$ cat src/sv/rms_normalizer_with_clamp_defines.svh
// Assertion helpers used by rnc_ctrl.
`ifndef RMS_NORMALIZER_WITH_CLAMP_DEFINES_SVH
`define RMS_NORMALIZER_WITH_CLAMP_DEFINES_SVH

// Checked on every rising clk edge outside reset.
`define RNC_ASSERT(lbl, prop, msg) \
	lbl: assert property (@(posedge clk) disable iff (!arst_n) prop) else $error(msg);

// Checked on every rising clk edge, reset included.
`define RNC_ASSERT_ALWAYS(lbl, prop, msg) \
	lbl: assert property (@(posedge clk) prop) else $error(msg);

`endif

$ cat src/sv/rnc_pkg.sv
package rnc_pkg;

	localparam int SAMPLE_WIDTH = 16;
	localparam int SUM_W = 37;
	localparam int DVS_W = 19;
	localparam int ROOT_W = 16;
	localparam int X_W = 32;
	localparam logic [X_W-1:0] SINE_MS = 32'd2097152;

	typedef enum logic [1:0] {
		REG_GAIN = 2'd0,
		REG_RAIL = 2'd1,
		REG_EPS  = 2'd2
	} rnc_reg_t;

	typedef enum logic [3:0] {
		ST_LOAD,
		ST_MEAN_GO,
		ST_MEAN_WAIT,
		ST_ROOT_GO,
		ST_ROOT_WAIT,
		ST_READ,
		ST_MUL,
		ST_DIV_GO,
		ST_DIV_WAIT,
		ST_EMIT
	} rnc_state_t;

	typedef struct packed {
		logic ld;
		logic mean_go;
		logic root_go;
		logic rd;
		logic mul;
		logic scl_go;
		logic emit;
	} rnc_cmd_t;

	typedef struct packed {
		logic blk_end;
		logic div_done;
		logic sqrt_done;
		logic out_free;
		logic last_k;
	} rnc_stat_t;

	localparam logic signed [15:0] SINE_ROM [64] = '{
		16'sd0, 16'sd204, 16'sd407, 16'sd605, 16'sd798, 16'sd982, 16'sd1156, 16'sd1319,
		16'sd1469, 16'sd1604, 16'sd1723, 16'sd1825, 16'sd1909, 16'sd1973, 16'sd2018,
		16'sd2043, 16'sd2047, 16'sd2031, 16'sd1994, 16'sd1938, 16'sd1862, 16'sd1768,
		16'sd1656, 16'sd1527, 16'sd1383, 16'sd1226, 16'sd1056, 16'sd875, 16'sd686,
		16'sd490, 16'sd289, 16'sd85, -16'sd120, -16'sd323, -16'sd523, -16'sd718,
		-16'sd906, -16'sd1085, -16'sd1253, -16'sd1409, -16'sd1550, -16'sd1676,
		-16'sd1785, -16'sd1876, -16'sd1949, -16'sd2002, -16'sd2035, -16'sd2048,
		-16'sd2040, -16'sd2012, -16'sd1964, -16'sd1896, -16'sd1809, -16'sd1704,
		-16'sd1583, -16'sd1445, -16'sd1293, -16'sd1128, -16'sd952, -16'sd766,
		-16'sd572, -16'sd373, -16'sd170, 16'sd34
	};

endpackage

$ cat src/sv/rnc_ifs.sv
interface rnc_in_if;
	logic valid;
	logic ready;
	logic signed [15:0] sample_in;
	logic last_sample;
	modport source(output valid, sample_in, last_sample, input ready);
	modport sink(input valid, sample_in, last_sample, output ready);
endinterface

interface rnc_out_if;
	logic valid;
	logic ready;
	logic signed [15:0] sample_out;
	logic [15:0] rms_value;
	logic flatline_seen;
	logic [15:0] flatline_total;
	logic last_result;
	modport source(output valid, sample_out, rms_value, flatline_seen, flatline_total,
		last_result, input ready);
	modport sink(input valid, sample_out, rms_value, flatline_seen, flatline_total,
		last_result, output ready);
endinterface

$ cat src/sv/rnc_div.sv
module rnc_div #(
	parameter int DW = 37,
	parameter int VW = 19
) (
	input  logic          clk,
	input  logic          arst_n,
	input  logic          start,
	input  logic [DW-1:0] dividend,
	input  logic [VW-1:0] divisor,
	output logic          done,
	output logic [DW-1:0] quo
);
	localparam int CNT_W = $clog2(DW);

	logic          busy_q;
	logic [CNT_W-1:0] cnt_q;
	logic [VW-1:0] rem_q;
	logic [DW-1:0] quo_q;
	logic [VW-1:0] dvs_q;
	logic [VW:0]   trial;
	logic          fits;

	assign trial = {rem_q, quo_q[DW-1]};
	assign fits = trial >= {1'b0, dvs_q};
	assign done = busy_q && (cnt_q == CNT_W'(DW - 1));
	assign quo = quo_q;

	always_ff @(posedge clk or negedge arst_n) begin
		if (!arst_n) begin
			busy_q <= 1'b0;
			cnt_q <= '0;
		end else if (start) begin
			busy_q <= 1'b1;
			cnt_q <= '0;
		end else if (busy_q) begin
			cnt_q <= cnt_q + 1'b1;
			if (done) busy_q <= 1'b0;
		end
	end

	// one quotient bit per cycle, restoring
	always_ff @(posedge clk) begin
		if (start) begin
			rem_q <= '0;
			quo_q <= dividend;
			dvs_q <= divisor;
		end else if (busy_q) begin
			rem_q <= fits ? VW'(trial - {1'b0, dvs_q}) : VW'(trial);
			quo_q <= {quo_q[DW-2:0], fits};
		end
	end
endmodule

$ cat src/sv/rnc_dp.sv
module rnc_dp #(
	parameter int MAX_SAMPLES = 64
) (
	input  logic              clk,
	input  logic              arst_n,
	input  rnc_pkg::rnc_cmd_t cmd,
	output rnc_pkg::rnc_stat_t st,
	input  logic signed [15:0] sample_in,
	input  logic              last_sample,
	input  logic [15:0]       gain_q15,
	input  logic [14:0]       rail_limit,
	input  logic [15:0]       noise_floor,
	rnc_out_if.source         res
);
	import rnc_pkg::*;

	localparam int AW = (MAX_SAMPLES > 1) ? $clog2(MAX_SAMPLES) : 1;
	localparam int CW = $clog2(MAX_SAMPLES + 1);

	logic signed [15:0] store_q [MAX_SAMPLES];
	logic signed [15:0] rd_q;
	logic [CW-1:0]  fill_q;
	logic [CW-1:0]  k_q;
	logic [SUM_W-1:0] sum_q;
	logic [15:0]    flat_cnt_q;
	logic           flat_q;
	logic [ROOT_W-1:0] root_q;
	logic [X_W-1:0] x_q;
	logic [3:0]     bit_q;
	logic           sq_busy_q;
	logic [31:0]    p_q;
	logic           neg_q;

	logic [15:0]    mag_in;
	logic [SUM_W-1:0] div_a;
	logic [DVS_W-1:0] div_b;
	logic           div_done;
	logic [SUM_W-1:0] div_quo;
	logic           flat;
	logic [X_W-1:0] mean_eff;
	logic [ROOT_W-1:0] trial;
	logic signed [15:0] v;
	logic [15:0]    mag_v;
	logic [14:0]    qc;

	assign mag_in = sample_in[15] ? 16'(~sample_in + 1'b1) : 16'(sample_in);

	assign div_a = cmd.mean_go ? sum_q : SUM_W'(p_q);
	assign div_b = cmd.mean_go ? DVS_W'(fill_q) : {root_q, 3'b000};

	rnc_div #(.DW(SUM_W), .VW(DVS_W)) u_div (
		.clk(clk),
		.arst_n(arst_n),
		.start(cmd.mean_go | cmd.scl_go),
		.dividend(div_a),
		.divisor(div_b),
		.done(div_done),
		.quo(div_quo)
	);

	assign flat = div_quo < SUM_W'(noise_floor);
	assign mean_eff = flat ? SINE_MS : X_W'(div_quo);
	assign trial = root_q | (ROOT_W'(1) << bit_q);

	assign v = flat_q ? SINE_ROM[6'(k_q)] : rd_q;
	assign mag_v = v[15] ? 16'(~v + 1'b1) : 16'(v);

	always_comb begin
		if (root_q == '0) qc = (p_q != '0) ? rail_limit : '0;
		else if (div_quo > SUM_W'(rail_limit)) qc = rail_limit;
		else qc = div_quo[14:0];
	end

	assign st.blk_end = last_sample || (fill_q == CW'(MAX_SAMPLES - 1));
	assign st.div_done = div_done;
	assign st.sqrt_done = sq_busy_q && (bit_q == 4'd0);
	assign st.out_free = !res.valid || res.ready;
	assign st.last_k = (CW'(k_q + 1'b1) == fill_q);

	always_ff @(posedge clk) begin
		if (cmd.ld) store_q[fill_q[AW-1:0]] <= sample_in;
		if (cmd.rd) rd_q <= store_q[k_q[AW-1:0]];
	end

	always_ff @(posedge clk or negedge arst_n) begin
		if (!arst_n) begin
			fill_q <= '0;
			k_q <= '0;
			sum_q <= '0;
			flat_cnt_q <= '0;
			flat_q <= 1'b0;
			sq_busy_q <= 1'b0;
			res.valid <= 1'b0;
		end else begin
			if (cmd.ld) begin
				fill_q <= fill_q + 1'b1;
				sum_q <= sum_q + SUM_W'(32'(mag_in) * 32'(mag_in));
			end
			if (cmd.root_go) begin
				flat_q <= flat;
				if (flat && flat_cnt_q != 16'hFFFF) flat_cnt_q <= flat_cnt_q + 1'b1;
				sq_busy_q <= 1'b1;
			end else if (st.sqrt_done) begin
				sq_busy_q <= 1'b0;
			end
			if (cmd.emit) begin
				res.valid <= 1'b1;
				if (st.last_k) begin
					fill_q <= '0;
					sum_q <= '0;
					k_q <= '0;
				end else begin
					k_q <= k_q + 1'b1;
				end
			end else if (res.ready) begin
				res.valid <= 1'b0;
			end
		end
	end

	// square root one bit per cycle, high bit first
	always_ff @(posedge clk) begin
		if (cmd.root_go) begin
			x_q <= mean_eff + X_W'(noise_floor);
			root_q <= '0;
			bit_q <= 4'd15;
		end else if (sq_busy_q) begin
			if (32'(trial) * 32'(trial) <= x_q) root_q <= trial;
			bit_q <= bit_q - 1'b1;
		end
		if (cmd.mul) begin
			p_q <= 32'(mag_v) * 32'(gain_q15);
			neg_q <= v[15];
		end
		if (cmd.emit) begin
			res.sample_out <= neg_q ? -$signed({1'b0, qc}) : $signed({1'b0, qc});
			res.rms_value <= root_q;
			res.flatline_seen <= flat_q;
			res.flatline_total <= flat_cnt_q;
			res.last_result <= st.last_k;
		end
	end
endmodule

$ cat src/sv/rnc_ctrl.sv
module rnc_ctrl (
	input  logic               clk,
	input  logic               arst_n,
	input  logic               in_valid,
	output logic               in_ready,
	input  rnc_pkg::rnc_stat_t st,
	output rnc_pkg::rnc_cmd_t  cmd
);
	import rnc_pkg::*;
	`include "rms_normalizer_with_clamp_defines.svh"

	rnc_state_t state_q, state_d;

	always_ff @(posedge clk or negedge arst_n) begin
		if (!arst_n) state_q <= ST_LOAD;
		else state_q <= state_d;
	end

	always_comb begin
		state_d = state_q;
		cmd = '0;
		in_ready = 1'b0;
		unique case (state_q)
			ST_LOAD: begin
				in_ready = 1'b1;
				cmd.ld = in_valid;
				if (in_valid && st.blk_end) state_d = ST_MEAN_GO;
			end
			ST_MEAN_GO: begin
				cmd.mean_go = 1'b1;
				state_d = ST_MEAN_WAIT;
			end
			ST_MEAN_WAIT: if (st.div_done) state_d = ST_ROOT_GO;
			ST_ROOT_GO: begin
				cmd.root_go = 1'b1;
				state_d = ST_ROOT_WAIT;
			end
			ST_ROOT_WAIT: if (st.sqrt_done) state_d = ST_READ;
			ST_READ: begin
				cmd.rd = 1'b1;
				state_d = ST_MUL;
			end
			ST_MUL: begin
				cmd.mul = 1'b1;
				state_d = ST_DIV_GO;
			end
			ST_DIV_GO: begin
				cmd.scl_go = 1'b1;
				state_d = ST_DIV_WAIT;
			end
			ST_DIV_WAIT: if (st.div_done) state_d = ST_EMIT;
			ST_EMIT: begin
				// hold until the output register can take the transaction
				if (st.out_free) begin
					cmd.emit = 1'b1;
					state_d = st.last_k ? ST_LOAD : ST_READ;
				end
			end
			default: state_d = ST_LOAD;
		endcase
	end

	`RNC_ASSERT(a_cmd_excl, $onehot0(cmd), "controller issued two commands at once")
	`RNC_ASSERT(a_emit_free, cmd.emit |-> st.out_free, "emit while output register busy")
	`RNC_ASSERT(a_blk_mean, (in_ready && in_valid && st.blk_end) |=> cmd.mean_go,
		"block end did not start mean division")
endmodule

$ cat src/sv/rms_normalizer_with_clamp.sv
// RMS normalizer with flatline substitution and rail clamp. Samples (signed
// Q3.12) are taken one per cycle into a block store until one is marked last
// or MAX_SAMPLES have arrived. The block is then processed: the mean square
// comes from a one-bit-per-cycle divider, the root from a bit-serial square
// root, and each sample is scaled by gain/(8*rms) through the same divider,
// each result passing through store read, multiply, 37-step divide and
// output load. The next block is accepted only after the last result of a
// block is loaded into the output register, which waits while the result
// side holds ready low. Blocks whose mean square falls below the noise floor
// are replaced by a 0.5 amplitude sine and counted in a saturating flatline
// counter. Write gain_q15 (index 0), rail_limit (1) and the noise floor (2)
// only while the block is idle.
module rms_normalizer_with_clamp #(
	parameter int MAX_SAMPLES = 64
) (
	input  logic        clk,
	input  logic        arst_n,
	input  logic        cfg_we,
	input  logic [1:0]  cfg_idx,
	input  logic [15:0] cfg_data,
	rnc_in_if.sink      sample_ch,
	rnc_out_if.source   result_ch
);
	import rnc_pkg::*;

	logic [15:0] gain_q;
	logic [14:0] rail_q;
	logic [15:0] eps_q;
	rnc_cmd_t  cmd;
	rnc_stat_t st;

	always_ff @(posedge clk or negedge arst_n) begin
		if (!arst_n) begin
			gain_q <= 16'd28672;
			rail_q <= 15'd8192;
			eps_q <= 16'd17;
		end else if (cfg_we) begin
			unique case (cfg_idx)
				REG_GAIN: gain_q <= cfg_data;
				REG_RAIL: rail_q <= cfg_data[14:0];
				REG_EPS:  eps_q <= cfg_data;
				default: ;
			endcase
		end
	end

	rnc_ctrl u_ctrl (
		.clk(clk),
		.arst_n(arst_n),
		.in_valid(sample_ch.valid),
		.in_ready(sample_ch.ready),
		.st(st),
		.cmd(cmd)
	);

	rnc_dp #(.MAX_SAMPLES(MAX_SAMPLES)) u_dp (
		.clk(clk),
		.arst_n(arst_n),
		.cmd(cmd),
		.st(st),
		.sample_in(sample_ch.sample_in),
		.last_sample(sample_ch.last_sample),
		.gain_q15(gain_q),
		.rail_limit(rail_q),
		.noise_floor(eps_q),
		.res(result_ch)
	);
endmodule

$ cat src/flat_wrapper.sv
// flat-port wrapper written by rule: the top's interface ports become plain ports
module rms_normalizer_with_clamp_flat import rnc_pkg::*;
#(
	parameter int MAX_SAMPLES = 64
)
  (clk, arst_n, cfg_we, cfg_idx, cfg_data, sample_ch_valid, sample_ch_sample_in, sample_ch_last_sample, sample_ch_ready, result_ch_valid, result_ch_sample_out, result_ch_rms_value, result_ch_flatline_seen, result_ch_flatline_total, result_ch_last_result, result_ch_ready);
  rnc_in_if sample_ch_i ();
  rnc_out_if result_ch_i ();
  input  logic clk;
  input  logic arst_n;
  input  logic cfg_we;
  input  logic [1:0] cfg_idx;
  input  logic [15:0] cfg_data;
  input wire logic [$bits(sample_ch_i.valid)-1:0] sample_ch_valid;
  input wire logic [$bits(sample_ch_i.sample_in)-1:0] sample_ch_sample_in;
  input wire logic [$bits(sample_ch_i.last_sample)-1:0] sample_ch_last_sample;
  output wire logic [$bits(sample_ch_i.ready)-1:0] sample_ch_ready;
  output wire logic [$bits(result_ch_i.valid)-1:0] result_ch_valid;
  output wire logic [$bits(result_ch_i.sample_out)-1:0] result_ch_sample_out;
  output wire logic [$bits(result_ch_i.rms_value)-1:0] result_ch_rms_value;
  output wire logic [$bits(result_ch_i.flatline_seen)-1:0] result_ch_flatline_seen;
  output wire logic [$bits(result_ch_i.flatline_total)-1:0] result_ch_flatline_total;
  output wire logic [$bits(result_ch_i.last_result)-1:0] result_ch_last_result;
  input wire logic [$bits(result_ch_i.ready)-1:0] result_ch_ready;
  assign sample_ch_i.valid = sample_ch_valid;
  assign sample_ch_i.sample_in = sample_ch_sample_in;
  assign sample_ch_i.last_sample = sample_ch_last_sample;
  assign sample_ch_ready = sample_ch_i.ready;
  assign result_ch_valid = result_ch_i.valid;
  assign result_ch_sample_out = result_ch_i.sample_out;
  assign result_ch_rms_value = result_ch_i.rms_value;
  assign result_ch_flatline_seen = result_ch_i.flatline_seen;
  assign result_ch_flatline_total = result_ch_i.flatline_total;
  assign result_ch_last_result = result_ch_i.last_result;
  assign result_ch_i.ready = result_ch_ready;
  rms_normalizer_with_clamp #(.MAX_SAMPLES(MAX_SAMPLES)) u_core (.clk(clk), .arst_n(arst_n), .cfg_we(cfg_we), .cfg_idx(cfg_idx), .cfg_data(cfg_data), .sample_ch(sample_ch_i), .result_ch(result_ch_i));
endmodule
$ cat config.mk
export PLATFORM = sky130hd
export DESIGN_NAME = rms_normalizer_with_clamp_flat
export DESIGN_NICKNAME = d
export VERILOG_FILES = /design/src/sv/rnc_pkg.sv /design/src/sv/rnc_ifs.sv /design/src/sv/rnc_div.sv /design/src/sv/rnc_dp.sv /design/src/sv/rnc_ctrl.sv /design/src/sv/rms_normalizer_with_clamp.sv /design/src/flat_wrapper.sv
export VERILOG_INCLUDE_DIRS = /design/src /design/src/sv
export SDC_FILE = /design/constraint.sdc
export NUM_CORES = 2
export LEC_CHECK = 0
export BUFFER_PORTS_ARGS = -buffer_cell sky130_fd_sc_hd__buf_2
export CORE_MARGIN = 2
export CORE_UTILIZATION = 60
export CTS_BUF_LIST = sky130_fd_sc_hd__clkbuf_4 sky130_fd_sc_hd__clkbuf_8
export CTS_CLUSTER_DIAMETER = 120
export DETAILED_ROUTE_END_ITERATION = 7
export HOLD_SLACK_MARGIN = 0.05
export PLACE_DENSITY = 0.79
export SLEW_MARGIN = 20
export SYNTH_ARGS = -nofsm -noshare
export SYNTH_HDL_FRONTEND = slang
export SYNTH_SLANG_ARGS = --single-unit
$ cat constraint.sdc
create_clock -name clk -period 10.05 [get_ports clk]
set_input_delay 1.5075 -clock clk [delete_from_list [all_inputs] [get_ports clk]]
set_output_delay 1.5075 -clock clk [all_outputs]
set_load 0.005 [all_outputs]
==> reports/qor.txt <==
status - completed
Hold Startpoint - u_core.u_dp.flat_cnt_q[10]
area occupied by multi-input gates - 38500 um^2
master of the slowest instance on the critical path - dfrtp_4
Synth Cell Area - 83400 um^2
Worst Setup Path Type - reg -> reg
H-tree lvl count - 4
most frequent cells in the layout - edfxtp_1, inv_1, nand2_1, fa_1, ha_1
Detail Route Antenna Nets - 0
grt ovf - 0
syn avg cell area - 13.1 um^2
Final Cell Area - 91100 um^2
routability cong. - 0.978
Post-Route WL - 210 mm
Vias - 52529
Max Clk Rate - 103 MHz
Setup crit end - u_core.u_dp.p_q[28]
Fin Clk Skew - 0.0841 ns
Hold-fix buffers, CTS - 0
Die X - 377 um
Num CTS Buffers - 211
global-route wire length before repair - 321 mm
filler instances - 9609
Routed WL per cell - 24.4 um
sequential share of the synthesized area - 48.4%
register area - 40400 um^2
crit-path max cell delay - 0.54 ns
dpl hpwl - 148 mm
Setup TNS - 0 ns
crit-path most repeated cell - fa_1
largest net degree at the start of global routing - 137
Buffers on Ports - 91
initial antenna violation count - 10
core area - 138000 um^2
Worst-Margin Slew - 1.13 ns
Async SR Flop Fraction - 9.29%
max_cap viols - 0
Worst Setup Start Kind - flip-flop
share of cells above drive strength 1 - 16.1%
clk sink count - 1378
#FFs+latches synth - 1378
dpl cell area - 86700 um^2
post-synthesis instance total - 6372
deepest clock path buffer count - 3
Slew Viols, Final - 0
TritonCTS clock tree - built
drt first-iter violations - 4993
CTS Root Cell - clkbuf_8
fin crit period - 9.70 ns
EDFF count, synth - 1211
vias in the first global route - 53889
commonest non-fill, non-tap cell in the layout - edfxtp_1
Worst slew margin - 24.2%
Worst Path Arrival - 10.35 ns
RSZ-0062 raised after global routing - yes
Crit. Startpoint - u_core.u_dp.k_q[0]
R2R Setup Slk - 0.35 ns
final cycle utilization of the critical path - 96.5%
1st-pass router iterations - 7
CP Data Required Time - 10.70 ns
Syn. warnings - 0
Ports - 92
Main synth FF type - edfxtp_1
Distinct cells, synth - 95
DR DRC count - 0
Max FO, Critical Path - 11
Layout Nets - 7657
crit path capture type - flip-flop
worst hold slack - 0.485 ns
Final setup viols - 0
row cnt - 136
number of vias per cell - 6.10
reg2reg end - u_core.u_dp.p_q[28]
worst min path class - reg -> reg
GRT Util Overall - 30.1%
Worst-path clk slew - 0.06 ns
Syn-to-layout area delta - 9.33%
DIE AREA - 142000 um^2
Die Y - 377 um
Final Hold Viols - 0
worst-skew pair later-pin latency - 0.97 ns
initial core utilization - 60.6%
R2R depth - 32
worst reg2reg startpoint - u_core.u_dp.k_q[0]
==> worst max-delay path, delay by kind of cell, from the launching register on <==
| kind | cells | cell delay [ns] |
|---|---|---|
| AND/OR/NAND/NOR | 5 | 1.13 |
| AO/OA/AOI/OAI | 10 | 2.63 |
| XOR/XNOR | 2 | 0.32 |
| adder cells (fa/ha/maj) | 8 | 3.81 |
| buffers and inverters | 6 | 0.71 |
| flip-flops | 1 | 0.54 |
| multiplexers | 1 | 0.27 |
==> sequential cells by signal (all words and copies together), names as in the netlist, 19 cells and up <==
name	count
u_core.u_dp.x_q	32
u_core.u_dp.u_div.dvs_q	19
u_core.u_dp.sum_q	37
u_core.u_dp.u_div.rem_q	19
u_core.u_dp.p_q	32
u_core.u_dp.u_div.quo	37
u_core.u_dp.store_q	1024
==> cells in the mapped netlist (11+ instances only) <==
cell | number | area share, %
a21oi_1 | 172 | 1.0
nand2_1 | 558 | 2.5
xnor2_1 | 122 | 1.3
mux2i_1 | 63 | 0.76
o21ai_0 | 151 | 0.91
a21boi_0 | 16 | 0.14
dfrtp_1 | 122 | 3.7
xor2_1 | 87 | 0.91
edfxtp_1 | 1211 | 44
or3_1 | 28 | 0.21
o31ai_1 | 26 | 0.23
o21a_1 | 19 | 0.17
nand3_1 | 84 | 0.50
buf_1 | 47 | 0.21
a311oi_1 | 11 | 0.12
o21bai_1 | 15 | 0.14
a21o_1 | 49 | 0.44
fa_1 | 554 | 13
nor2b_1 | 77 | 0.58
and3_1 | 37 | 0.28
dfxtp_1 | 39 | 0.94
nor3_1 | 53 | 0.32
a31oi_1 | 36 | 0.27
and2_1 | 110 | 0.83
o211ai_1 | 30 | 0.27
clkbuf_1 | 167 | 0.75
nor4_1 | 33 | 0.25
nand3b_1 | 13 | 0.12
ha_1 | 425 | 6.4
nor2_1 | 346 | 1.6
a211oi_1 | 41 | 0.37
nand4_1 | 29 | 0.22
clkinv_1 | 14 | 0.063
buf_2 | 22 | 0.13
mux2_2 | 58 | 0.78
a22o_1 | 20 | 0.21
nand2b_1 | 30 | 0.23
inv_1 | 937 | 4.2
mux4_2 | 330 | 8.9
==> repair_timing <==
item / in CTS / in global routing
setup buffers: 0 / 0
endpoints found under the setup margin: 0 / 21
endpoints found under the hold margin: 0 / 0
gates resized for setup: 0 / 17
==> metrics by stage <==
| stage | util, % | setup slack (ns) | cells |
|---|---|---|---|
| after floorplan | - | 0.0312 | 6382 |
| after global placement | 62.9 | -0.0151 | 8219 |
| after detailed placement | 63.0 | -0.210 | 8219 |
| after CTS | 66.1 | 0.131 | 8608 |
| after global routing | 66.2 | -0.0370 | 8610 |
| final | 66.2 | 0.349 | 8612 |
==> cells by family (layout without fill, tap and decap cells) <==
family / after synthesis / in the layout / share of synthesized area (%)
XOR/XNOR: 209 / 209 / 2.20
multiplexers: 452 / 452 / 10.5
AO/OA/AOI/OAI: 686 / 686 / 5.41
flip-flops: 1378 / 1378 / 48.4
AND/OR/NAND/NOR: 1463 / 1463 / 8.26
adder cells (fa/ha/maj): 980 / 980 / 19.7
buffers and inverters: 1202 / 1634 / 5.52
other: 2 / 16 / 0.00901
==> layout make-up <==
cell class                 count  share of cell area [%]
tap                         1794                    2.46
multi-input combinational   3802                    42.3
clock buffer                 280                    3.78
antenna                        4                  0.0110
clock inverter               109                    1.03
timing repair buffer         289                    2.19
inverter                     956                    3.94
sequential                  1378                    44.3
==> per-layer routing <==
layer / share of wire, % / up-vias / global-route usage, % / wire length (um)
met3: 8.2 / 478 / 4.83 / 17300
met5: 0.028 / - / 0 / 59
met2: 49 / 2666 / 50.0 / 104000
met1: 38 / 26428 / 39.7 / 80100
li1: - / 22949 / - / -
met4: 4.3 / 8 / 12.6 / 9000
==> worst min-delay path by stage <==
stage / end / slack [ns] / cells after the start
5_1_grt: u_core.u_dp.res.flatline_total[10] / 0.49 / 0
4_1_cts: u_core.u_dp.res.flatline_total[10] / 0.48 / 0
3_5_place_dp: u_core.u_dp.res.flatline_total[10] / 0.47 / 0
6_report: u_core.u_dp.res.flatline_total[10] / 0.49 / 0
2_1_floorplan: u_core.u_dp.res.flatline_total[10] / 0.42 / 0
3_3_place_gp: u_core.u_dp.res.flatline_total[3] / 0.47 / 0
Power is not shown: default switching activity piles up to over one toggle a cycle in this logic, so the estimate is an artifact.
